==> src/rtl/liferle_pkg.sv <==
// ----------------------------------------------------------------------------
// liferle_pkg
// Shared types and constants for the RLE pattern decoder: character codes,
// result kinds and the result record passed between stages.
// ----------------------------------------------------------------------------
package liferle_pkg;

  // Widths of the result fields and of a character code
  localparam int RUN_W = 16;
  localparam int CHAR_W = 8;
  localparam int KIND_W = 2;

  // Result kinds
  localparam logic [KIND_W-1:0] KIND_RUN = 2'd0;
  localparam logic [KIND_W-1:0] KIND_END = 2'd1;
  localparam logic [KIND_W-1:0] KIND_ERR = 2'd2;

  // Character codes
  localparam logic [CHAR_W-1:0] CH_LIVE  = 8'h6F;  // 'o'
  localparam logic [CHAR_W-1:0] CH_DEAD  = 8'h62;  // 'b'
  localparam logic [CHAR_W-1:0] CH_EOL   = 8'h24;  // '$'
  localparam logic [CHAR_W-1:0] CH_END   = 8'h21;  // '!'
  localparam logic [CHAR_W-1:0] CH_ZERO  = 8'h30;  // '0'
  localparam logic [CHAR_W-1:0] CH_NINE  = 8'h39;  // '9'
  localparam logic [CHAR_W-1:0] CH_NL    = 8'h0A;  // newline
  localparam logic [CHAR_W-1:0] CH_TAB   = 8'h09;  // first control whitespace
  localparam logic [CHAR_W-1:0] CH_CR    = 8'h0D;  // last control whitespace
  localparam logic [CHAR_W-1:0] CH_SPACE = 8'h20;

  // Run count saturation
  localparam logic [RUN_W-1:0] COUNT_MAX = 16'hFFFF;

  // One decoded result, with a flag telling whether the item produced one
  typedef struct packed {
    logic              emit;
    logic [KIND_W-1:0] kind;
    logic [RUN_W-1:0]  run_x;
    logic [RUN_W-1:0]  run_y;
    logic [RUN_W-1:0]  run_length;
  } res_t;

endpackage

==> src/rtl/liferle_if.sv <==
// ----------------------------------------------------------------------------
// liferle_if
// Valid/ready channels of the decoder: the character input and the run
// result output.
// ----------------------------------------------------------------------------
interface liferle_in_if;
  logic       valid;
  logic       ready;
  logic [7:0] char_code;
  logic       new_file;

  modport source (output valid, output char_code, output new_file, input ready);
  modport sink   (input valid, input char_code, input new_file, output ready);
endinterface

interface liferle_out_if;
  logic        valid;
  logic        ready;
  logic [1:0]  kind;
  logic [15:0] run_x;
  logic [15:0] run_y;
  logic [15:0] run_length;

  modport source (output valid, output kind, output run_x, output run_y,
                  output run_length, input ready);
  modport sink   (input valid, input kind, input run_x, input run_y,
                  input run_length, output ready);
endinterface

==> src/rtl/liferle_in_stage.sv <==
// ----------------------------------------------------------------------------
// liferle_in_stage
// Input register: captures one character per transfer and holds it until the
// decode stage takes it.
// ----------------------------------------------------------------------------
module liferle_in_stage
  import liferle_pkg::*;
(
  input  logic              clk,
  input  logic              rst_n,
  liferle_in_if.sink        in_ch,
  input  logic              take,       // decode stage consumes the held item
  output logic              held_vld,
  output logic [CHAR_W-1:0] held_char,
  output logic              held_new
);

  logic              vld_r;
  logic [CHAR_W-1:0] char_r;
  logic              new_r;
  logic              load;

  // Accept when empty or when the held item leaves this cycle
  assign in_ch.ready = !vld_r || take;
  assign load        = in_ch.valid && in_ch.ready;

  // Hold valid flag
  always_ff @(posedge clk) begin
    if (!rst_n) begin
      vld_r <= 1'b0;
    end else if (in_ch.ready) begin
      vld_r <= in_ch.valid;
    end
  end

  // Capture payload on transfer
  always_ff @(posedge clk) begin
    if (load) begin
      char_r <= in_ch.char_code;
      new_r  <= in_ch.new_file;
    end
  end

  assign held_vld  = vld_r;
  assign held_char = char_r;
  assign held_new  = new_r;

endmodule

==> src/rtl/liferle_core.sv <==
// ----------------------------------------------------------------------------
// liferle_core
// Decoder state and character decode: header skip, run count gathering,
// cursor updates with saturation, and result generation.
// ----------------------------------------------------------------------------
module liferle_core
  import liferle_pkg::*;
#(
  parameter int COORD_BITS = 16
) (
  input  logic              clk,
  input  logic              rst_n,
  input  logic              take,
  input  logic [CHAR_W-1:0] ch,
  input  logic              new_file,
  output res_t              res
);

  localparam int SUM_W = ((COORD_BITS > RUN_W) ? COORD_BITS : RUN_W) + 1;
  localparam logic [COORD_BITS-1:0] COORD_MAX = '1;
  localparam int ACC_W = RUN_W + 4;

  typedef enum logic [1:0] {
    PH_HEADER,
    PH_BODY,
    PH_DONE,
    PH_ERROR
  } phase_t;

  phase_t                phase_r, phase_nxt, ph;
  logic [COORD_BITS-1:0] col_r, col_nxt, col;
  logic [COORD_BITS-1:0] row_r, row_nxt, row;
  logic [RUN_W-1:0]      pend_r, pend_nxt, pend;
  logic                  hasd_r, hasd_nxt, hasd;

  logic [RUN_W-1:0]      count;
  logic [ACC_W-1:0]      acc;
  logic [SUM_W-1:0]      col_sum;
  logic [SUM_W-1:0]      row_sum;
  logic [COORD_BITS-1:0] col_adv;
  logic [COORD_BITS-1:0] row_adv;

  // Restart view of the state when the item opens a new file
  always_comb begin
    ph   = new_file ? PH_HEADER : phase_r;
    col  = new_file ? '0 : col_r;
    row  = new_file ? '0 : row_r;
    pend = new_file ? '0 : pend_r;
    hasd = new_file ? 1'b0 : hasd_r;
  end

  // Count: decimal accumulate, saturating cursor sums
  always_comb begin
    count   = hasd ? pend : RUN_W'(1);
    acc     = ACC_W'({pend, 3'b000}) + ACC_W'({pend, 1'b0}) + ACC_W'(4'(ch - CH_ZERO));
    col_sum = SUM_W'(col) + SUM_W'(count);
    row_sum = SUM_W'(row) + SUM_W'(count);
    col_adv = (col_sum > SUM_W'(COORD_MAX)) ? COORD_MAX : col_sum[COORD_BITS-1:0];
    row_adv = (row_sum > SUM_W'(COORD_MAX)) ? COORD_MAX : row_sum[COORD_BITS-1:0];
  end

  // Decode one character
  always_comb begin
    phase_nxt      = ph;
    col_nxt        = col;
    row_nxt        = row;
    pend_nxt       = pend;
    hasd_nxt       = hasd;
    res            = '0;
    res.kind       = KIND_RUN;
    unique case (ph)
      PH_HEADER: begin
        if (ch == CH_NL) begin
          phase_nxt = PH_BODY;
        end
      end
      PH_BODY: begin
        unique case (ch) inside
          [CH_ZERO:CH_NINE]: begin
            pend_nxt = (acc > ACC_W'(COUNT_MAX)) ? COUNT_MAX : acc[RUN_W-1:0];
            hasd_nxt = 1'b1;
          end
          CH_SPACE, [CH_TAB:CH_CR]: begin
          end
          CH_LIVE: begin
            pend_nxt = '0;
            hasd_nxt = 1'b0;
            if (count != '0) begin
              col_nxt        = col_adv;
              res.emit       = 1'b1;
              res.kind       = KIND_RUN;
              res.run_x      = RUN_W'(col);
              res.run_y      = RUN_W'(row);
              res.run_length = count;
            end
          end
          CH_DEAD: begin
            col_nxt  = col_adv;
            pend_nxt = '0;
            hasd_nxt = 1'b0;
          end
          CH_EOL: begin
            row_nxt  = row_adv;
            col_nxt  = '0;
            pend_nxt = '0;
            hasd_nxt = 1'b0;
          end
          CH_END: begin
            phase_nxt = PH_DONE;
            pend_nxt  = '0;
            hasd_nxt  = 1'b0;
            res.emit  = 1'b1;
            res.kind  = KIND_END;
          end
          default: begin
            phase_nxt = PH_ERROR;
            pend_nxt  = '0;
            hasd_nxt  = 1'b0;
            res.emit  = 1'b1;
            res.kind  = KIND_ERR;
          end
        endcase
      end
      PH_DONE, PH_ERROR: begin
      end
      default: begin
      end
    endcase
  end

  // Hold decoder state; advance once per consumed item
  always_ff @(posedge clk) begin
    if (!rst_n) begin
      phase_r <= PH_HEADER;
      col_r   <= '0;
      row_r   <= '0;
      pend_r  <= '0;
      hasd_r  <= 1'b0;
    end else if (take) begin
      phase_r <= phase_nxt;
      col_r   <= col_nxt;
      row_r   <= row_nxt;
      pend_r  <= pend_nxt;
      hasd_r  <= hasd_nxt;
    end
  end

endmodule

==> src/rtl/liferle_out_stage.sv <==
// ----------------------------------------------------------------------------
// liferle_out_stage
// Result register: holds one result until the sink takes it and tells the
// input stage when the held character may be consumed.
// ----------------------------------------------------------------------------
module liferle_out_stage
  import liferle_pkg::*;
(
  input  logic          clk,
  input  logic          rst_n,
  input  logic          held_vld,
  input  res_t          res,
  output logic          take,
  liferle_out_if.source out_ch
);

  logic              vld_r;
  logic [KIND_W-1:0] kind_r;
  logic [RUN_W-1:0]  x_r;
  logic [RUN_W-1:0]  y_r;
  logic [RUN_W-1:0]  len_r;

  // Consume the held item when the result slot is free or drains now
  assign take = held_vld && (!vld_r || out_ch.ready);

  // Hold result valid until transfer
  always_ff @(posedge clk) begin
    if (!rst_n) begin
      vld_r <= 1'b0;
    end else if (take) begin
      vld_r <= res.emit;
    end else if (out_ch.ready) begin
      vld_r <= 1'b0;
    end
  end

  // Capture result payload
  always_ff @(posedge clk) begin
    if (take && res.emit) begin
      kind_r <= res.kind;
      x_r    <= res.run_x;
      y_r    <= res.run_y;
      len_r  <= res.run_length;
    end
  end

  assign out_ch.valid      = vld_r;
  assign out_ch.kind       = kind_r;
  assign out_ch.run_x      = x_r;
  assign out_ch.run_y      = y_r;
  assign out_ch.run_length = len_r;

endmodule

==> src/rtl/life_rle_pattern_decoder.sv <==
// ----------------------------------------------------------------------------
// life_rle_pattern_decoder
// Streaming decoder for RLE cell pattern files, one byte per transfer.
// ----------------------------------------------------------------------------
// Accepts one character per clock cycle, sustained while the sink takes each held
// result, and stalls when a held result is not taken: the character sits in an input
// register, is decoded against the cursor and run count state, and its result lands
// in an output register. The state update loop (count accumulate, saturating
// cursor add) sets the rate. Live runs come out as kind 0 with start column, row
// and length; '!' gives kind 1 and a bad character kind 2, after which the
// decoder stays silent until new_file. Column and row saturate at 2**COORD_BITS-1
// and are reported in 16 bits.
module life_rle_pattern_decoder
  import liferle_pkg::*;
#(
  parameter int COORD_BITS = 16
) (
  input  logic          clk,
  input  logic          rst_n,
  liferle_in_if.sink    in_ch,
  liferle_out_if.source out_ch
);

  logic              take;
  logic              held_vld;
  logic [CHAR_W-1:0] held_char;
  logic              held_new;
  res_t              res;

  // Input register
  liferle_in_stage u_in (
    .clk       (clk),
    .rst_n     (rst_n),
    .in_ch     (in_ch),
    .take      (take),
    .held_vld  (held_vld),
    .held_char (held_char),
    .held_new  (held_new)
  );

  // Decode and state
  liferle_core #(
    .COORD_BITS (COORD_BITS)
  ) u_core (
    .clk      (clk),
    .rst_n    (rst_n),
    .take     (take),
    .ch       (held_char),
    .new_file (held_new),
    .res      (res)
  );

  // Result register
  liferle_out_stage u_out (
    .clk      (clk),
    .rst_n    (rst_n),
    .held_vld (held_vld),
    .res      (res),
    .take     (take),
    .out_ch   (out_ch)
  );

endmodule

==> src/flat_wrapper.sv <==
// flat-port wrapper written by rule: the top's interface ports become plain ports
module life_rle_pattern_decoder_flat import liferle_pkg::*;
#(
  parameter int COORD_BITS = 16
)
  (clk, rst_n, in_ch_valid, in_ch_char_code, in_ch_new_file, in_ch_ready, out_ch_valid, out_ch_kind, out_ch_run_x, out_ch_run_y, out_ch_run_length, out_ch_ready);
  liferle_in_if in_ch_i ();
  liferle_out_if out_ch_i ();
  input  logic clk;
  input  logic rst_n;
  input wire logic [$bits(in_ch_i.valid)-1:0] in_ch_valid;
  input wire logic [$bits(in_ch_i.char_code)-1:0] in_ch_char_code;
  input wire logic [$bits(in_ch_i.new_file)-1:0] in_ch_new_file;
  output wire logic [$bits(in_ch_i.ready)-1:0] in_ch_ready;
  output wire logic [$bits(out_ch_i.valid)-1:0] out_ch_valid;
  output wire logic [$bits(out_ch_i.kind)-1:0] out_ch_kind;
  output wire logic [$bits(out_ch_i.run_x)-1:0] out_ch_run_x;
  output wire logic [$bits(out_ch_i.run_y)-1:0] out_ch_run_y;
  output wire logic [$bits(out_ch_i.run_length)-1:0] out_ch_run_length;
  input wire logic [$bits(out_ch_i.ready)-1:0] out_ch_ready;
  assign in_ch_i.valid = in_ch_valid;
  assign in_ch_i.char_code = in_ch_char_code;
  assign in_ch_i.new_file = in_ch_new_file;
  assign in_ch_ready = in_ch_i.ready;
  assign out_ch_valid = out_ch_i.valid;
  assign out_ch_kind = out_ch_i.kind;
  assign out_ch_run_x = out_ch_i.run_x;
  assign out_ch_run_y = out_ch_i.run_y;
  assign out_ch_run_length = out_ch_i.run_length;
  assign out_ch_i.ready = out_ch_ready;
  life_rle_pattern_decoder #(.COORD_BITS(COORD_BITS)) u_core (.clk(clk), .rst_n(rst_n), .in_ch(in_ch_i), .out_ch(out_ch_i));
endmodule
==> config.mk <==
export PLATFORM = sky130hd
export DESIGN_NAME = life_rle_pattern_decoder_flat
export DESIGN_NICKNAME = d
export VERILOG_FILES = /design/src/rtl/liferle_pkg.sv /design/src/rtl/liferle_if.sv /design/src/rtl/liferle_in_stage.sv /design/src/rtl/liferle_core.sv /design/src/rtl/liferle_out_stage.sv /design/src/rtl/life_rle_pattern_decoder.sv /design/src/flat_wrapper.sv
export SDC_FILE = /design/constraint.sdc
export NUM_CORES = 1
export LEC_CHECK = 0
export BUFFER_PORTS_ARGS = -buffer_cell sky130_fd_sc_hd__buf_2
export CORE_MARGIN = 4
export CORE_UTILIZATION = 53
export DETAILED_ROUTE_END_ITERATION = 10
export PLACE_DENSITY = 0.73
export REMOVE_ABC_BUFFERS = 1
export SYNTH_ARGS = -nofsm -noshare
export SYNTH_HDL_FRONTEND = slang
export SYNTH_SLANG_ARGS = --single-unit
==> constraint.sdc <==
create_clock -name clk -period 3.5 [get_ports clk]
set_input_delay 0.7 -clock clk [delete_from_list [all_inputs] [get_ports clk]]
set_output_delay 0.7 -clock clk [all_outputs]
set_load 0.02 [all_outputs]
==> results.md, run 1 <==
- Clock Path Buffers: 2
- Vias/cell: slightly above 6
- Synth unique cells: 79
- RSZ-0062 raised after global routing: yes
- # diodes: 0
- Cell chain of the critical path: buf_4, buf_8, nor2b_4, buf_4, and2_4, ha_1, o21a_1, o21a_1, a2111oi_2, buf_4, o31ai_1, a31oi_2, o21ai_4, nor2_4, a31oi_1
- Worst path most repeated cell: buf_4
- Setup_tns: 0 ps
- Dpl ws: -21.9 ps
- Multi-input gate area: slightly below 5000 um2
- Most frequent cells after synthesis: 79 x nand2_1, 73 x nor2_1, 71 x a21oi_1, 69 x o21ai_0, 63 x ha_1
- Syn Area/Cell: 8.79 um2
- Clk Latency, worst-skew pair: roughly 360 ps
- Main flop type after synthesis: edfxtp_1
- Nets: between 1000 and 1500
- First-pass DRT Iterations: 6
- 1st-iter DRT viols: approximately 1000
- Slowest-stage cell, CP: edfxtp_1
- Flip-flop and latch area: roughly 2800 um2
- PortBufs: 64
- Yosys top cell area share: ~23%
- Tot GR Track Use: between 20% and 30%
- Fmax: roughly 290 MHz
- Total wire length: between 20000 and 25000 um
- Critical-path maximum fanout: 15
- Overflow after GRT: 0
- Dominant delay contributor by cell family on the critical path: compound AO/OA/AOI/OAI gates
- First-pass GRT wire length: roughly 33000 um
- Routed vias: slightly above 7000
- DP Cell Count: between 1000 and 1500
- Seq/Total Area, Yosys: between 30% and 40%
- ANT nets after route: 0
- Synth top area cells: edfxtp_1 23%, dfxtp_1 14%, ha_1 10%
- Cell Count, Final, Fillers Out: ~1200
- Final Instance Area: about 9000 um2
- Dpl hpwl: ~16000 um
- Post-synth top area cell: edfxtp_1
- Largest net degree at the start of global routing: 47
- Leak Pwr: just over 4 nW
- Die W: around 130 um
- Critical Path Start Type: register
- Htree depth: 3
- Die area: roughly 16000 um2
- FILL cells: approximately 1200
- Clk_skew: between 8 and 9 ps
- Peak supply drop: around 0.00025 V
- Hold Crit Class: reg2reg
- Hold EP: u_core.u_core.col_r[10]
- Fin util: 65.6%
- Count leader, synth: nand2_1
- TritonCTS buffer count: 9
- Max incr delay on CP: between 400 and 500 ps
- Crit Path Class: reg2reg
- Data arrival time of the critical path: 3700 ps
- Initial antenna violation count: 0
- Critical Path RT: ~3700 ps
- Reg2Reg Depth: 15
- CTS tree: done
- Crit. Startpoint: u_core.u_in.held_new
- Worst Max-Slew Pin Slew: around 1200 ps
- Reg2Reg Setup Slack: between 20 and 30 ps
- Max Transition Viols Final: 0
- Worst hold margin: approximately 450 ps
- Hold Path Depth: 2
- Final period util: between 90 and 100%
- Area grow syn2layout: 19.9%
- Number of global-route vias before repair: roughly 6500
- Power Dens Cells: around 290 nW/um2
- Sink Count: 112
- Remaining DRCs: 0
- Placed inst area: 8470 um2
- Worst setup margin: 27.8 ps
- Root Driver: clkbuf_16
- Rows: 43
- Share of cells above drive strength 1: between 20% and 30%
- FFs w/ async S/R, synth: 0%
- WL/cell: about 19 um
- Die H: approximately 130 um
- Setup crit end kind: register
- Final total power: roughly 2.7 mW
- Final hold viol count: 0
- Cts hold-fix bufs: 0
- Clock-pin slew on the worst setup and hold paths: roughly 70 ps
- Hold_sp: u_core.u_core.col_r[10]
- YS warnings: 0
- Initial Util: 54.7%
- Placer Congestion: 0.958
- FF-to-FF End: u_core.u_core.row_r[13]
- Cell count after synthesis: 870
- Rel. slew slack: between 10% and 20%
- Worst r2r src: u_core.u_in.held_new
- Core Box Area: 14000 um2
- CP bufs+invs: 4
- Post-synth EDFFs: 59
- Synth Register Bits: around 110
- Mapped cell area: ~7600 um2
- Num ports: between 60 and 70
- Final Setup Violations: 0
- # Max-Cap Violations: 0
- Status: completed
- Final min period: about 3500 ps
-- cell usage in the layout, fill, tap and decap left out, types with 10 or more instances in the layout --
cell type and n:
buf_2 64, nor2b_2 10, xnor2_1 21, a21o_1 16
nor2_1 72, o21ai_0 65, edfxtp_1 59, nor2b_1 20
a21oi_1 68, nor3_1 11, a211oi_1 11, buf_4 65
xor2_1 11, dfxtp_1 53, nand2_1 77, and3_1 18
nand3_1 17, and2_1 32, inv_1 34, ha_1 56
-- worst reg2reg max path, delay by kind of cell (launching register included) --
kind,cells,cell delay (ps)
buf+inv,4,650
compound gates,7,1450
simple gates,3,530
flops,1,470
fa+ha+maj,1,250
-- cell type report --
class | instances | share of cell area [%]
clock inverter | 5 | 0.791
clock buffer | 11 | 2.54
tap | 180 | 2.46
timing repair buffer | 132 | 9.32
multi-input combinational | 686 | 52.4
inverter | 37 | 1.56
sequential | 112 | 30.9
-- worst max-delay path by stage --
stage / endpoint / slack (ps) / depth (start not counted)
floorplan: u_core.u_core.pend_r[11] / -450 / 12
global placement: u_core.u_core.row_r[13] / 10 / 13
detailed placement: u_core.u_core.row_r[13] / -20 / 13
CTS: u_core.u_core.row_r[2] / 2 / 13
global route: u_core.u_core.pend_r[14] / -130 / 14
finish: u_core.u_core.row_r[13] / 30 / 15
-- metal layers --
metal | vias to the layer above | GRT usage, % | share of wire, %
met1 | 3342 | 34.7 | 43
met3 | 56 | 5.33 | 8.1
li1 | 3397 | - | -
met4 | 0 | 9.86 | 3.6
met2 | 332 | 39.4 | 45
met5 | - | 0 | 0
-- sequential cells by signal, summed over array words and instances (netlist names) --
| signal | count |
|---|---|
| u_core.u_in.held_new | 1 |
| u_core.u_core.phase_r | 2 |
| u_core.u_in.held_vld | 1 |
| u_core.u_out.out_ch.run_y | 16 |
| u_core.u_out.out_ch.run_x | 16 |
| u_core.u_core.pend_r | 16 |
| u_core.u_out.out_ch.kind | 2 |
| u_core.u_out.out_ch.run_length | 16 |
| u_core.u_core.row_r | 16 |
| u_core.u_core.col_r | 16 |
| u_core.u_core.hasd_r | 1 |
| u_core.u_out.out_ch.valid | 1 |
| u_core.u_in.held_char | 8 |
-- report_power, final --
group	switching (mW)	leakage [nW]	internal [mW]
clock	0.454	0.149	0.622
sequential	0.0164	1.04	1.39
combinational	0.139	2.85	0.0854
-- timing repair --
item	CTS	global route
setup buffers	0	12
pin swaps	1	22
cloned	0	1
resized for setup	2	73
setup endpoints to repair	14	44
-- cell families after synthesis --
| logic type | Yosys count | share of synthesized area, % |
|---|---|---|
| XOR/XNOR | 32 | 3.67 |
| AND/OR/NAND/NOR | 314 | 20.9 |
| buffers and inverters | 73 | 3.93 |
| adder cells (fa/ha/maj) | 66 | 11.1 |
| AO/OA/AOI/OAI | 273 | 23.4 |
| flip-flops | 112 | 37.0 |
Note: power is estimated with default switching activity, not from simulation.
==> run 2, diff against run 1 <==
--- a/config.mk
+++ b/config.mk
@@ -5,11 +5,12 @@
 export SDC_FILE = /design/constraint.sdc
 export NUM_CORES = 1
 export LEC_CHECK = 0
+export ABC_AREA = 1
 export BUFFER_PORTS_ARGS = -buffer_cell sky130_fd_sc_hd__buf_2
 export CORE_MARGIN = 4
 export CORE_UTILIZATION = 53
 export DETAILED_ROUTE_END_ITERATION = 10
-export PLACE_DENSITY = 0.73
+export PLACE_DENSITY = 0.72
 export REMOVE_ABC_BUFFERS = 1
 export SYNTH_ARGS = -nofsm -noshare
 export SYNTH_HDL_FRONTEND = slang
==> run 2 against run 1 <==
Net effect: non-clock buffer count down 50; synthesized cell count up 50%; routed wire length up 4.3%; register-to-register slack better by 160 ps; global-route usage down 0.48 points; core utilization down 5.6 points.
==> results.md, run 2 <==
- Data arrival time of the critical path: ~3600 ps
- Final hold viol count: 0
- YS warnings: 0
- Most frequent cells after synthesis: 408 x nand2_1, 186 x inv_1, 137 x a21oi_1, 114 x nor2_1, 89 x nand3_1
- Max Transition Viols Final: 0
- Crit Path Class: reg2reg
- Initial antenna violation count: 0
- Max incr delay on CP: around 540 ps
- Mapped cell area: roughly 8700 um2
- Largest net degree at the start of global routing: slightly above 80
- 1st-iter DRT viols: between 700 and 800
- First-pass GRT wire length: between 30000 and 40000 um
- Peak supply drop: 0.000300 V
- Share of cells above drive strength 1: under 10%
- Cell Count, Final, Fillers Out: ~1600
- Htree depth: 3
- Routed vias: around 8400
- Remaining DRCs: 0
- Die W: about 140 um
- Final Instance Area: roughly 9600 um2
- Switching power: between 0.7 and 0.8 mW
- ANT nets after route: 0
- PortBufs: 64
- Worst hold margin: between 400 and 500 ps
- Count leader, synth: nand2_1
- Fin util: between 50% and 60%
- TritonCTS buffer count: 9
- Clock Path Buffers: 2
- Final min period: 3310 ps
- Status: completed
- Seq/Total Area, Yosys: ~32%
- Sequential power share: between 50% and 60%
- Clk_skew: between 10 and 15 ps
- Setup crit end kind: register
- Dpl hpwl: 16700 um
- Cell chain of the critical path: buf_4, nor2_1, nor2_1, a21oi_1, ha_1, fa_1, nand2_1, nand2_1, nand3_1, nand2_1, nand2_1, nand2_1, nand2_1, nand2_1, nor2_4, buf_12, nand3_1, nand2_1, a21oi_1
- Overflow after GRT: 0
- Internal: a little over 2 mW
- Syn Area/Cell: 6.70 um2
- Cell count after synthesis: about 1300
- Clock-pin slew on the worst setup and hold paths: 80 ps
- Vias/cell: ~5.3
- Worst path most repeated cell: nand2_1
- Placer Congestion: just under 1
- Yosys top cell area share: 20.3%
- Number of global-route vias before repair: between 7000 and 8000
- Critical Path RT: around 3800 ps
- Final period util: 94.5%
- Slowest-stage cell, CP: edfxtp_1
- Area grow syn2layout: 9.84%
- WL/cell: approximately 14 um
- FFs w/ async S/R, synth: 0%
- Final total power: between 2 and 3 mW
- CTS tree: done
- # diodes: 0
- Post-synth EDFFs: between 50 and 60
- Leak Pwr: about 4.7 nW
- Root Driver: clkbuf_16
- Power Dens Cells: a little under 300 nW/um2
- # Max-Cap Violations: 0
- RSZ-0062 raised after global routing: yes
- Core Box Area: 16000 um2
- Synth top area cells: edfxtp_1 20%, nand2_1 18%, dfxtp_1 12%
- Switch share: between 20% and 30%
- Sink Count: about 110
- Total wire length: around 23000 um
- Placed inst area: slightly above 9000 um2
- FILL cells: ~1600
- Comb pwr share: 10.5%
- Critical Path Start Type: register
- Nets: about 1400
- Rows: 46
- Clk Latency, worst-skew pair: between 300 and 400 ps
- Die H: about 140 um
- Die area: about 19000 um2
- Tot GR Track Use: around a quarter
- Fmax: 302 MHz
- DP Cell Count: 1558
- Post-synth top area cell: edfxtp_1
- Num ports: 65
- Synth Register Bits: 112
- Final Setup Violations: 0
- Rel. slew slack: ~28%
- Commonest non-fill, non-tap cell in the layout: nand2_1
- Critical-path maximum fanout: 16
- Commonest cells after routing, fill and taps aside: 408 x nand2_1, 184 x inv_1, 137 x a21oi_1, 113 x nor2_1, 89 x nand3_1
- Synth unique cells: 42
- Cts hold-fix bufs: 0
- Hold Crit Class: reg2reg
- Worst Max-Slew Pin Slew: 1080 ps
- First-pass DRT Iterations: 5
- Initial Util: about 55%
- Main flop type after synthesis: edfxtp_1
- Clock Power Share: between 30 and 40%
## run 2: cell types whose count changed after synthesis, moves of 9 or more
cell | previous run | this run
inv_1 | 37 | 186
o22ai_1 | 10 | 0
nor2b_1 | 34 | 0
a211oi_1 | 18 | 0
and2_1 | 38 | 2
nor2_1 | 73 | 114
nand3_1 | 17 | 89
o211ai_1 | 9 | 0
a21oi_1 | 71 | 137
and3_1 | 18 | 1
nand2_1 | 79 | 408
o21ai_0 | 69 | 39
a21o_1 | 16 | 1
## run 2: final timing paths
path,from,to,slack (ps),cells past startpoint
min,u_core.u_core.row_r[15],u_core.u_core.row_r[15],470,2
max reg2reg,u_core.u_in.held_new,u_core.u_core.pend_r[3],190,19
min reg2reg,u_core.u_core.row_r[15],u_core.u_core.row_r[15],470,2
max,u_core.u_in.held_new,u_core.u_core.pend_r[3],190,19
## run 2: power groups by stage
stage	Sequential (mW)	Clock, mW	Combinational [mW]
floorplan	1.46	0	0.186
global placement	1.45	0	0.286
detailed placement	1.45	0	0.291
CTS	1.42	1.12	0.293
global route	1.43	1.17	0.331
finish	1.42	1.10	0.297
## run 2: timing repair
item	in CTS	in global routing
setup buffers	0	1
setup endpoints to repair	0	29
gates resized for setup	0	4
## run 2: critical path, delay by kind of cell (launching register included)
kind | cells | cell delay [ps]
AND/OR/NAND/NOR | 13 | 1320
adder cells (fa/ha/maj) | 2 | 760
flip-flops | 1 | 540
buffers and inverters | 2 | 380
AO/OA/AOI/OAI | 2 | 190
## run 2: layout make-up
class | instances | area, um2 | share of cell area [%]
multi-input cells | 957 | 4930 | 51.4
flip-flops and latches | 112 | 2830 | 29.6
inverters | 192 | 723 | 7.54
repair buffers | 82 | 505 | 5.27
well taps | 216 | 270 | 2.82
clock buffers | 9 | 225 | 2.35
clock inverters | 7 | 97.6 | 1.02
## run 2: kinds of logic after synthesis
logic type | count (synthesis) | synth area share (%)
AND/OR/NAND/NOR | 670 | 32.3
adder cells (fa/ha/maj) | 66 | 9.72
XOR/XNOR | 26 | 2.61
AO/OA/AOI/OAI | 195 | 11.8
flip-flops | 112 | 32.5
buffers and inverters | 233 | 11.1
## run 2: per-stage QoR
step / setup WS, ps / setup TNS [ps]
after floorplan: 122 / 0
after CTS: 152 / 0
after global routing: -41.1 / -299
final: 193 / 0
after global placement: 281 / 0
after detailed placement: 180 / 0
## run 2: routing by layer
layer  vias to the layer above  part of all wire [%]  global-route usage [%]  routed length, um
li1                       4289                     -                       -                  -
met1                      3780                    48                    36.4              10800
met2                       259                    43                    37.6               9720
met3                        36                   6.3                    3.92               1420
met4                         0                   2.7                    7.89                606
met5                         -                     0                       0                  0
==> run 3, diff against run 2 <==
--- a/config.mk
+++ b/config.mk
@@ -10,7 +10,7 @@
 export CORE_MARGIN = 4
 export CORE_UTILIZATION = 53
 export DETAILED_ROUTE_END_ITERATION = 10
-export PLACE_DENSITY = 0.72
+export PLACE_DENSITY_LB_ADDON = 0.25
 export REMOVE_ABC_BUFFERS = 1
 export SYNTH_ARGS = -nofsm -noshare
 export SYNTH_HDL_FRONTEND = slang
==> run 3 against run 2 <==
Net effect: design area decreased by 0.30%; combinational power shrank 1%; die area unchanged; critical endpoint is now u_core.u_core.pend_r[1]; non-clock buffer count unchanged; via count grew 0.41%; worst setup slack improved by 79 ps.
==> results.md, run 3 (synthesis results as in run 2) <==
- Final Instance Area: 9560 um2
- Vias/cell: around 5.3
- # Max-Cap Violations: 0
- Max Transition Viols Final: 0
- Clock-pin slew on the worst setup and hold paths: approximately 80 ps
- Root Driver: clkbuf_16
- Worst Max-Slew Pin Slew: a little over 800 ps
- Die area: 18600 um2
- Final min period: 3230 ps
- WL met3: approximately 1600 um
- Crit Path Class: reg2reg
- Remaining DRCs: 0
- Initial Util: between 50% and 60%
- WL/cell: between 10 and 15 um
- Number of global-route vias before repair: 7597
- Power Dens Cells: about 290 nW/um2
- Clk Latency, worst-skew pair: between 300 and 400 ps
- First-pass DRT Iterations: 5
- Worst path most repeated cell: nand2_1
- Dominant delay contributor by cell family on the critical path: simple AND/OR/NAND/NOR gates
- Fin util: 59.7%
- Rows: between 40 and 50
- Multi-input gate area: 4940 um2
- Area grow syn2layout: 9.51%
- CTS tree: done
- RSZ-0062 raised after global routing: no
- Critical-path maximum fanout: 16
- CP bufs+invs: 1
- Num ports: 65
- PortBufs: between 60 and 70
- Fmax: 310 MHz
- Final Setup Violations: 0
- Largest net degree at the start of global routing: 81
- Total wire length: approximately 22000 um
- First-pass GRT wire length: about 37000 um
- Htree depth: 3
- 1st-iter DRT viols: between 800 and 900
- Leak Pwr: 4.73 nW
- Metal2 WL: between 9000 and 10000 um
- Clock Path Buffers: 2
- Peak supply drop: around 0.00027 V
- Initial antenna violation count: 0
- Commonest non-fill, non-tap cell in the layout: nand2_1
- Worst hold margin: roughly 470 ps
- Placer Congestion: slightly above 0.9
- TritonCTS buffer count: 9
- DP Cell Count: ~1600
- Setup crit end kind: register
- Critical Path Start Type: register
- Max incr delay on CP: 470 ps
- Hold Crit Class: reg2reg
- Final period util: 92.2%
- Met1 wire length: between 10000 and 15000 um
- Clk_skew: 9.90 ps
- Cts hold-fix bufs: 0
- Die H: 136 um
- Critical Path RT: roughly 3800 ps
- Placed inst area: just over 9000 um2
- Commonest cells after routing, fill and taps aside: 408 x nand2_1, 185 x inv_1, 137 x a21oi_1, 113 x nor2_1, 89 x nand3_1
- Flip-flop and latch area: ~2800 um2
- Setup_tns: 0 ps
- ANT nets after route: 0
- Share of cells above drive strength 1: under 10%
- Tot GR Track Use: about 25%
- Sink Count: around 110
- DR top layer: met4
- Cell Count, Final, Fillers Out: 1575
- Slowest-stage cell, CP: fa_1
- Nets: approximately 1400
- Dpl hpwl: ~17000 um
- Overflow after GRT: 0
- Cell chain of the critical path: buf_4, nor2_2, nor2_1, a21oi_1, ha_1, fa_1, nand2_1, nand2_1, nand3_1, nand2_1, nand2_1, nand2_1, nand2_1, nand2_1, nor2_4, nand3_1, nand2_1, a21oi_1
- Status: completed
- Rel. slew slack: between 40 and 50%
- Routed vias: 8398
- # diodes: 0
- Die W: around 140 um
- Core Box Area: around 16000 um2
- Data arrival time of the critical path: roughly 3500 ps
- FILL cells: 1572
- Final hold viol count: 0
## run 3: cell types whose count changed in the layout (fill, tap and decap cells not counted), sizes merged
cell and change:
clkinv -1, clkbuf +1
## run 3: final cells by class
| cell class | instances | area share [%] |
|---|---|---|
| inverters | 192 | 7.57 |
| repair buffers | 82 | 5.03 |
| multi-input cells | 957 | 51.7 |
| well taps | 216 | 2.83 |
| clock inverters | 6 | 0.759 |
| flip-flops and latches | 112 | 29.6 |
| clock buffers | 10 | 2.50 |
## run 3: routing by layer
| layer | GRT usage [%] | vias up |
|---|---|---|
| li1 | - | 4284 |
| met1 | 36.1 | 3798 |
| met2 | 38.9 | 286 |
| met3 | 3.63 | 30 |
| met4 | 6.27 | 0 |
| met5 | 0 | - |
## run 3: worst register-to-register path, cell delays in order (launching register included)
cell and delay [ps]:
edfxtp_1 380, buf_4 190, nor2_2 230, nor2_1 80
a21oi_1 130, ha_1 280, fa_1 470, nand2_1 80
nand2_1 80, nand3_1 100, nand2_1 140, nand2_1 120
nand2_1 60, nand2_1 50, nand2_1 80, nor2_4 340
nand3_1 170, nand2_1 90, a21oi_1 60
## run 3: worst paths after layout
path | to | cells past startpoint | start | slack [ps]
hold reg to reg | u_core.u_core.row_r[14] | 2 | u_core.u_core.row_r[14] | 470
setup reg to reg | u_core.u_core.pend_r[1] | 18 | u_core.u_in.held_new | 270
hold / removal | u_core.u_core.row_r[14] | 2 | u_core.u_core.row_r[14] | 470
setup / recovery | u_core.u_core.pend_r[1] | 18 | u_core.u_in.held_new | 270
## run 3: stage by stage
| stage | worst slack, ps | power [mW] |
|---|---|---|
| floorplan | 122 | 1.65 |
| global placement | 256 | 1.74 |
| detailed placement | 185 | 1.74 |
| CTS | 157 | 2.82 |
| global route | 48.7 | 2.92 |
| finish | 272 | 2.80 |
## run 3: repair_timing
action	in CTS	in global routing
endpoints found under the setup margin	0	29
buffers inserted	0	1
gates resized for setup	0	3
## run 3: power by group
group | internal, mW | switching, mW
combinational | 0.0944 | 0.198
sequential | 1.40 | 0.0211
clock | 0.586 | 0.500
total | 2.08 | 0.719
